===== src/bss_pkg.sv =====
// Shared types, character codes and reset values for the BASIC statement splitter.
package bss_pkg;

	// Character codes
	localparam logic [7:0] CH_COLON = 8'h3A;
	localparam logic [7:0] CH_QUOTE = 8'h22;
	localparam logic [7:0] CH_TAB   = 8'h09;
	localparam logic [7:0] CH_SPACE = 8'h20;
	localparam logic [7:0] CH_CR    = 8'h0D;
	localparam logic [7:0] CH_R     = 8'h52;
	localparam logic [7:0] CH_E     = 8'h45;
	localparam logic [7:0] CH_M     = 8'h4D;
	localparam logic [7:0] CH_T     = 8'h54;
	localparam logic [7:0] CH_H     = 8'h48;
	localparam logic [7:0] CH_N     = 8'h4E;
	localparam logic [7:0] STMT_MAX = 8'hFF;

	// REM recognizer stages
	typedef enum logic [2:0] {
		REM_SKIP,
		REM_R,
		REM_RE,
		REM_REM,
		REM_IDLE
	} rem_stage_t;

	// THEN recognizer stages
	typedef enum logic [2:0] {
		THEN_NONE,
		THEN_T,
		THEN_TH,
		THEN_THE,
		THEN_THEN
	} then_stage_t;

	// Per-line scanner state
	typedef struct packed {
		logic        quote_f;
		logic        comment_f;
		logic        then_f;
		rem_stage_t  rem_st;
		then_stage_t then_st;
		logic        prev_boundary;
		logic [7:0]  stmt_cnt;
	} scan_state_t;

	// One result transaction
	typedef struct packed {
		logic [7:0] char_out;
		logic       is_separator;
		logic [7:0] statement_number;
		logic       quoted;
		logic       comment_mode;
		logic       then_seen;
		logic       line_done;
	} scan_result_t;

	localparam scan_state_t STATE_RST = '{
		quote_f:       1'b0,
		comment_f:     1'b0,
		then_f:        1'b0,
		rem_st:        REM_SKIP,
		then_st:       THEN_NONE,
		prev_boundary: 1'b1,
		stmt_cnt:      8'd0
	};

	// Whitespace skipped before REM: tab through carriage return, and space
	function automatic logic is_white(input logic [7:0] c);
		is_white = (c == CH_SPACE) || (c inside {[CH_TAB:CH_CR]});
	endfunction

endpackage


===== src/bss_scan.sv =====
// Next-state and result logic for one character of the splitter.
module bss_scan
	import bss_pkg::*;
(
	input  scan_state_t  cur,
	input  logic [7:0]   ch,
	input  logic         eol,
	output scan_state_t  nxt,
	output scan_result_t res
);

	logic split;
	logic is_blank;

	assign is_blank = (ch == CH_SPACE) || (ch == CH_TAB);

	always_comb begin
		nxt   = cur;
		split = 1'b0;

		// quote tracking, frozen inside a comment
		if (ch == CH_QUOTE && !cur.comment_f) begin
			nxt.quote_f = !cur.quote_f;
		end

		// THEN recognizer
		case (cur.then_st)
			THEN_T:  nxt.then_st = (ch == CH_H) ? THEN_TH : THEN_NONE;
			THEN_TH: nxt.then_st = (ch == CH_E) ? THEN_THE : THEN_NONE;
			THEN_THE: begin
				if (ch == CH_N) begin
					if (eol) begin
						nxt.then_f  = 1'b1;
						nxt.then_st = THEN_NONE;
					end else begin
						nxt.then_st = THEN_THEN;
					end
				end else begin
					nxt.then_st = THEN_NONE;
				end
			end
			THEN_THEN: begin
				if (is_blank) begin
					nxt.then_f = 1'b1;
				end
				nxt.then_st = THEN_NONE;
			end
			default: begin
				nxt.then_st = THEN_NONE;
				if (ch == CH_T && !nxt.quote_f && !cur.comment_f && !cur.then_f
				    && cur.prev_boundary) begin
					nxt.then_st = THEN_T;
				end
			end
		endcase

		// colon split uses the updated quote and THEN flags
		split = (ch == CH_COLON) && !cur.comment_f && !nxt.quote_f && !nxt.then_f;

		if (split) begin
			if (cur.stmt_cnt != STMT_MAX) begin
				nxt.stmt_cnt = cur.stmt_cnt + 8'd1;
			end
			nxt.then_f        = 1'b0;
			nxt.then_st       = THEN_NONE;
			nxt.rem_st        = REM_SKIP;
			nxt.prev_boundary = 1'b0;
		end else begin
			// REM recognizer
			case (cur.rem_st)
				REM_SKIP: begin
					if (!is_white(ch)) begin
						nxt.rem_st = (ch == CH_R) ? REM_R : REM_IDLE;
					end
				end
				REM_R:  nxt.rem_st = (ch == CH_E) ? REM_RE : REM_IDLE;
				REM_RE: begin
					if (ch == CH_M) begin
						if (eol) begin
							nxt.comment_f = 1'b1;
							nxt.rem_st    = REM_IDLE;
						end else begin
							nxt.rem_st = REM_REM;
						end
					end else begin
						nxt.rem_st = REM_IDLE;
					end
				end
				REM_REM: begin
					if (ch == CH_SPACE) begin
						nxt.comment_f = 1'b1;
					end
					nxt.rem_st = REM_IDLE;
				end
				default: nxt.rem_st = REM_IDLE;
			endcase
			nxt.prev_boundary = is_blank;
		end

		// result reflects flags after this character
		res.char_out         = ch;
		res.is_separator     = split;
		res.statement_number = cur.stmt_cnt;
		res.quoted           = nxt.quote_f;
		res.comment_mode     = nxt.comment_f;
		res.then_seen        = nxt.then_f;
		res.line_done        = eol;

		// back to line-start values after the last character
		if (eol) begin
			nxt = STATE_RST;
		end
	end

endmodule


===== src/basic_statement_splitter_top.sv =====
// Top level of the BASIC statement splitter: input register, scanner and result register.
//
// Usage: one byte of a BASIC source line enters per input transaction on
// char_code, with end_of_line high on the last byte of the line. Each input
// transaction yields exactly one result transaction that echoes the byte and
// reports its separator mark, statement number and the quote, REM and THEN
// flags as they stand after that byte.
// Both channels use valid/stall; a transaction completes on a rising edge
// with valid high and stall low.
// Stages: a byte passes through two register stages, the input register,
// then the result register.
// Throughput: one byte per cycle while the output is not stalled; the scanner
// state is a handful of flags and an 8-bit counter, updated as the byte
// leaves the input register.
// Stall: while out_stall holds a waiting result, the input register still
// takes one more byte; in_stall rises only when both stages are full.
// Reset: arst_n clears both stages and returns the scanner to line start.
module basic_statement_splitter_top
	import bss_pkg::*;
(
	input  logic       clk,
	input  logic       arst_n,
	input  logic       in_valid,
	output logic       in_stall,
	input  logic [7:0] char_code,
	input  logic       end_of_line,
	output logic       out_valid,
	input  logic       out_stall,
	output logic [7:0] char_out,
	output logic       is_separator,
	output logic [7:0] statement_number,
	output logic       quoted,
	output logic       comment_mode,
	output logic       then_seen,
	output logic       line_done
);

	logic         valid_s1;
	logic [7:0]   char_s1;
	logic         eol_s1;
	logic         valid_s2;
	scan_result_t res_s2;
	scan_state_t  state_q;
	scan_state_t  state_nxt;
	scan_result_t res_nxt;
	logic         load_s1;
	logic         adv;

	// handshake control
	assign adv      = valid_s1 && (!valid_s2 || !out_stall);
	assign in_stall = valid_s1 && valid_s2 && out_stall;
	assign load_s1  = in_valid && !in_stall;

	// character scanner
	bss_scan u_scan (
		.cur (state_q),
		.ch  (char_s1),
		.eol (eol_s1),
		.nxt (state_nxt),
		.res (res_nxt)
	);

	// input register
	always_ff @(posedge clk or negedge arst_n) begin
		if (!arst_n) begin
			valid_s1 <= 1'b0;
		end else if (load_s1) begin
			valid_s1 <= 1'b1;
		end else if (adv) begin
			valid_s1 <= 1'b0;
		end
	end

	always_ff @(posedge clk) begin
		if (load_s1) begin
			char_s1 <= char_code;
			eol_s1  <= end_of_line;
		end
	end

	// result register and scanner state
	always_ff @(posedge clk or negedge arst_n) begin
		if (!arst_n) begin
			valid_s2 <= 1'b0;
			state_q  <= STATE_RST;
		end else if (adv) begin
			valid_s2 <= 1'b1;
			state_q  <= state_nxt;
		end else if (!out_stall) begin
			valid_s2 <= 1'b0;
		end
	end

	always_ff @(posedge clk) begin
		if (adv) begin
			res_s2 <= res_nxt;
		end
	end

	assign out_valid        = valid_s2;
	assign char_out         = res_s2.char_out;
	assign is_separator     = res_s2.is_separator;
	assign statement_number = res_s2.statement_number;
	assign quoted           = res_s2.quoted;
	assign comment_mode     = res_s2.comment_mode;
	assign then_seen        = res_s2.then_seen;
	assign line_done        = res_s2.line_done;

	// a separator is always an unquoted colon outside comment and THEN
	a_sep_colon: assert property (@(posedge clk) disable iff (!arst_n)
		(out_valid && is_separator) |->
		(char_out == CH_COLON && !quoted && !comment_mode && !then_seen))
		else $error("separator on a character that cannot split");

	// the last character of a line returns the scanner to line start
	a_eol_reset: assert property (@(posedge clk) disable iff (!arst_n)
		(adv && eol_s1) |=> (state_q == STATE_RST))
		else $error("scanner state not at line start after end of line");

	// input side stalls only when both stages hold data and output is stalled
	a_stall_cause: assert property (@(posedge clk) disable iff (!arst_n)
		in_stall |-> (valid_s1 && out_valid && out_stall))
		else $error("input stalled without a full pipeline");

	// scanner state moves only when a character advances
	a_state_hold: assert property (@(posedge clk) disable iff (!arst_n)
		!adv |=> $stable(state_q))
		else $error("scanner state changed without an advancing character");

	// a separating colon that does not end the line steps the statement counter by one below its maximum
	a_sep_count: assert property (@(posedge clk) disable iff (!arst_n)
		(adv && res_nxt.is_separator && !eol_s1 && state_q.stmt_cnt != STMT_MAX) |=>
		(state_q.stmt_cnt == $past(state_q.stmt_cnt) + 8'd1))
		else $error("statement counter did not step on a separator");

endmodule


===== config.mk =====
export PLATFORM = sky130hd
export DESIGN_NAME = basic_statement_splitter_top
export DESIGN_NICKNAME = d
export VERILOG_FILES = /design/src/bss_pkg.sv /design/src/bss_scan.sv /design/src/basic_statement_splitter_top.sv
export SDC_FILE = /design/constraint.sdc
export NUM_CORES = 1
export LEC_CHECK = 0
export BUFFER_PORTS_ARGS = -buffer_cell sky130_fd_sc_hd__buf_2
export CAP_MARGIN = 5
export CORE_ASPECT_RATIO = 0.75
export CORE_MARGIN = 5
export CORE_UTILIZATION = 51
export CTS_CLUSTER_DIAMETER = 200
export DETAILED_ROUTE_END_ITERATION = 7
export PLACE_DENSITY = 0.72
export SYNTH_ARGS = -nofsm -noshare
export SYNTH_HDL_FRONTEND = slang
export SYNTH_SLANG_ARGS = --single-unit

===== constraint.sdc =====
create_clock -name clk -period 2.2 [get_ports clk]
set_clock_uncertainty 0.15 [all_clocks]
set_input_delay 0.33 -clock clk [delete_from_list [all_inputs] [get_ports clk]]
set_output_delay 0.33 -clock clk [all_outputs]
set_load 0.05 [all_outputs]

==> flow_summary_export.csv <==
group,metric,value,unit
sta,fmax,0.482,GHz
detailed_routing,ant_nets,0,
final_layout,syn_to_final_growth,15.5,%
sta,final_max_slew_viol_count,0,
detailed_routing,post_drt_via_cell_ratio,6.07,
detailed_routing,drt_wl_total,4910,um
sta,setup_slack,0.126,ns
synth,yosysMostFrequentCell,"edfxtp_1",
final_layout,fin_nets,257,
setup_path,reg2reg_depth,5,
synth,syn_area_per_cell,12.0,um^2
power,power.internal,0.00152,W
detailed_routing,post-route-drc-count,0,
placed_design,placed_cells,292,
synth,synth_area_leaders,"edfxtp_1 37%, dfrtp_1 20%, nor4b_1 1.8%",
synth,ys_seq_area_share,58.1,%
worst_hold_path,min_path_cells,1,
clock_tree,cts.reportedPaths.clkPinSlew,0.08,ns
final_layout,multi_input_area,916,um^2
synth,yosysTopAreaCell,"edfxtp_1",
sta,finalSetupViolCount,0,
setup_path,crit_arrival,2.12,ns
die,die_w,89.4,um
placed_design,dp.final_hpwl,3490,um
setup_path,timing.rr.start,"state_q[0]",
worst_hold_path,hold_end,"char_s1[0]",
sta,period_share,94.3,%
sta,worst_pin_slew,0.520,ns
die,initial_utilization,53.4,%
power,p_per_area,791,mW/mm^2
final_layout,seqCellArea,0.00140,mm^2
placed_design,gp_congestion,0.879,
sta,hold_viol_final,0,
setup_path,cp_max_fo,9,
power,clockPowerShare,24.7,%
power,power_frac_seq,55.0,%
placed_design,place.port_buffers,35,
synth,synth_common_cells,"30 x edfxtp_1, 19 x dfrtp_1, 10 x nand2_1",
sta,setup-tns-final,0,ns
setup_path,rr_endpoint,"state_q[3]",
global_route,grt_start_max_net_pins,23,
detailed_routing,wire_per_inst,16.3,um
clock_tree,numCtsBuffers,5,
setup_path,rrSetupSlack,0.13,ns
die,ioPinCount,36,
clock_tree,cts_buffer_depth,2,
synth,synthDistinctLibCells,66,
worst_hold_path,hold_class,"in -> reg",
flow_run,drv_cap,0,
detailed_routing,dr.pass1.iters,4,
die,die_h,69.6,um
clock_tree,cts_num_sinks,50,
final_layout,final_cells,301,
synth,synth_edf_count,30,
synth,synth-seq-cells,50,
final_layout,diodes,0,
clock_tree,cts-htree-levels,2,
synth,synthFlopType,"edfxtp_1",
detailed_routing,drt_iter0_markers,186,
power,power_frac_comb,20.3,%
synth,async_flop_share,40.0,%
placed_design,preCtsSetupSlack,0.143,ns
global_route,grt_use_total,17.7,%
setup_path,cp-end-kind,"flip-flop",
detailed_routing,met3_length,347,um
power,switchingPower,0.000690,W
clock_tree,post_cts_buffers,0,
final_layout,nFillCells,387,
synth,netlist_area,0.00241,mm^2
setup_path,critPathKind,"reg -> reg",
power,max-vdd-ir-drop,0.000480,V
power,leakage,1.10,nW
synth,netlist_instances,201,
synth,ys_warn_count,0,
clock_tree,worst_skew_pair.late_latency,0.31,ns
setup_path,start_kind,"flip-flop",
detailed_routing,top_layer_used,"met4",
final_layout,drive_above_1_share,27.0,%
clock_tree,root_buffer,"clkbuf_8",
power,switching_share,31.3,%
detailed_routing,wl_met2,2080,um
detailed_routing,num_vias,1828,
synth,synth_top_area_share,37.3,%
detailed_routing,wl_met1,2390,um
die,core-area,0.00452,mm^2
global_route,grt_pass1_vias,1682,
die,rows,21,
global_route,antenna_found_initial,0,
global_route,grt_overflow,0,
sta,slew_headroom,65.4,%
die,dieArea,0.00622,mm^2
sta,rsz0062_at_grt,"no",
worst_hold_path,worst_hold_startpoint,"char_code[0]",
global_route,grt_pass1_wl,8430,um
final_layout,final_core_util,61.7,%
synth,synth_fp_nets,215,
power,p_total,0.00221,W
run_status,status,"finished clean",
sta,finalCriticalPeriod,2.07,ns
clock_tree,cts_tree,"built",
setup_path,cp.required,2.25,ns
final cells by class:
class | instances | area share (%)
multi-input cells | 130 | 32.9
inverters | 8 | 1.08
clock buffers | 7 | 3.10
repair buffers | 48 | 9.88
flip-flops and latches | 50 | 50.3
clock inverters | 1 | 0.180
well taps | 57 | 2.56
worst max path at each step:
stage               start     endpoint  slack (ns)  cells after the start
2_1_floorplan   out_valid  state_q[14]       0.003                      5
3_3_place_gp   state_q[0]   state_q[3]        0.18                      5
3_5_place_dp   state_q[0]   state_q[3]        0.14                      5
4_1_cts        state_q[0]   state_q[3]        0.13                      5
5_1_grt        state_q[0]   state_q[3]        0.02                      5
6_report       state_q[0]   state_q[3]        0.13                      5
stage by stage:
stage | area (um^2) | hold WS, ns
final | 2790 | 0.0408
after global routing | 2790 | 0.0257
after CTS | 2790 | 0.0322
after detailed placement | 2690 | 0.169
after global placement | 2690 | 0.172
after floorplan | 2420 | -0.116
state kept, by name, summed over array words and instances, names as in the netlist:
signal,count
then_seen,1
quoted,1
out_valid,1
comment_mode,1
eol_s1,1
char_s1,8
statement_number,8
is_separator,1
valid_s1,1
line_done,1
state_q,18
char_out,8
what timing repair did:
item / 4_1_cts / 5_1_grt
hold buffers: 1 / 0
endpoints found under the setup margin: 0 / 0
gates resized for setup: 0 / 0
endpoints found under the hold margin: 19 / 0
placed cells by master (no fill, tap or decap), types with 3 or more instances in the layout:
cell type / instances
nor2_1: 8
buf_2: 35
edfxtp_1: 30
a221o_1: 3
and3_1: 6
a21oi_1: 5
a31oi_1: 3
nor4_1: 5
dfrtp_1: 19
buf_4: 12
nor4b_1: 5
nand4_1: 3
nor3_1: 8
or3_1: 5
nand2_1: 10
nand2b_1: 4
clkbuf_8: 6
inv_1: 7
nand3_1: 6
metal layers:
layer  vias to the layer above  track usage [%]
li1                        872                -
met1                       895             27.8
met2                        53             23.2
met3                         8             3.92
met4                         0             6.94
met5                         -                0
power groups by stage:
stage	combinational [W]	sequential [W]	clock, W
4_1_cts	0.000450	0.00121	0.000563
6_report	0.000448	0.00121	0.000545
2_1_floorplan	0.000200	0.00135	0
3_5_place_dp	0.000446	0.00123	0
5_1_grt	0.000488	0.00123	0.000597
3_3_place_gp	0.000441	0.00123	0
worst max-delay path, stage by stage, from the launching register on:
cell and delay (ns):
dfrtp_1 0.43, ha_1 0.25, nand2_1 0.12, or3_1 0.49, and3_1 0.24, a221o_1 0.28
cells by family (layout without fill, tap and decap cells):
group,after synthesis,count (layout),synth area share (%)
simple gates,83,83,22.6
fa+ha+maj,1,1,0.519
compound gates,43,43,13.7
flops,50,50,58.1
buf+inv,21,64,3.89
mux,1,1,0.415
xor+xnor,2,2,0.726
No activity file was read; power rests on OpenSTA's default activity.
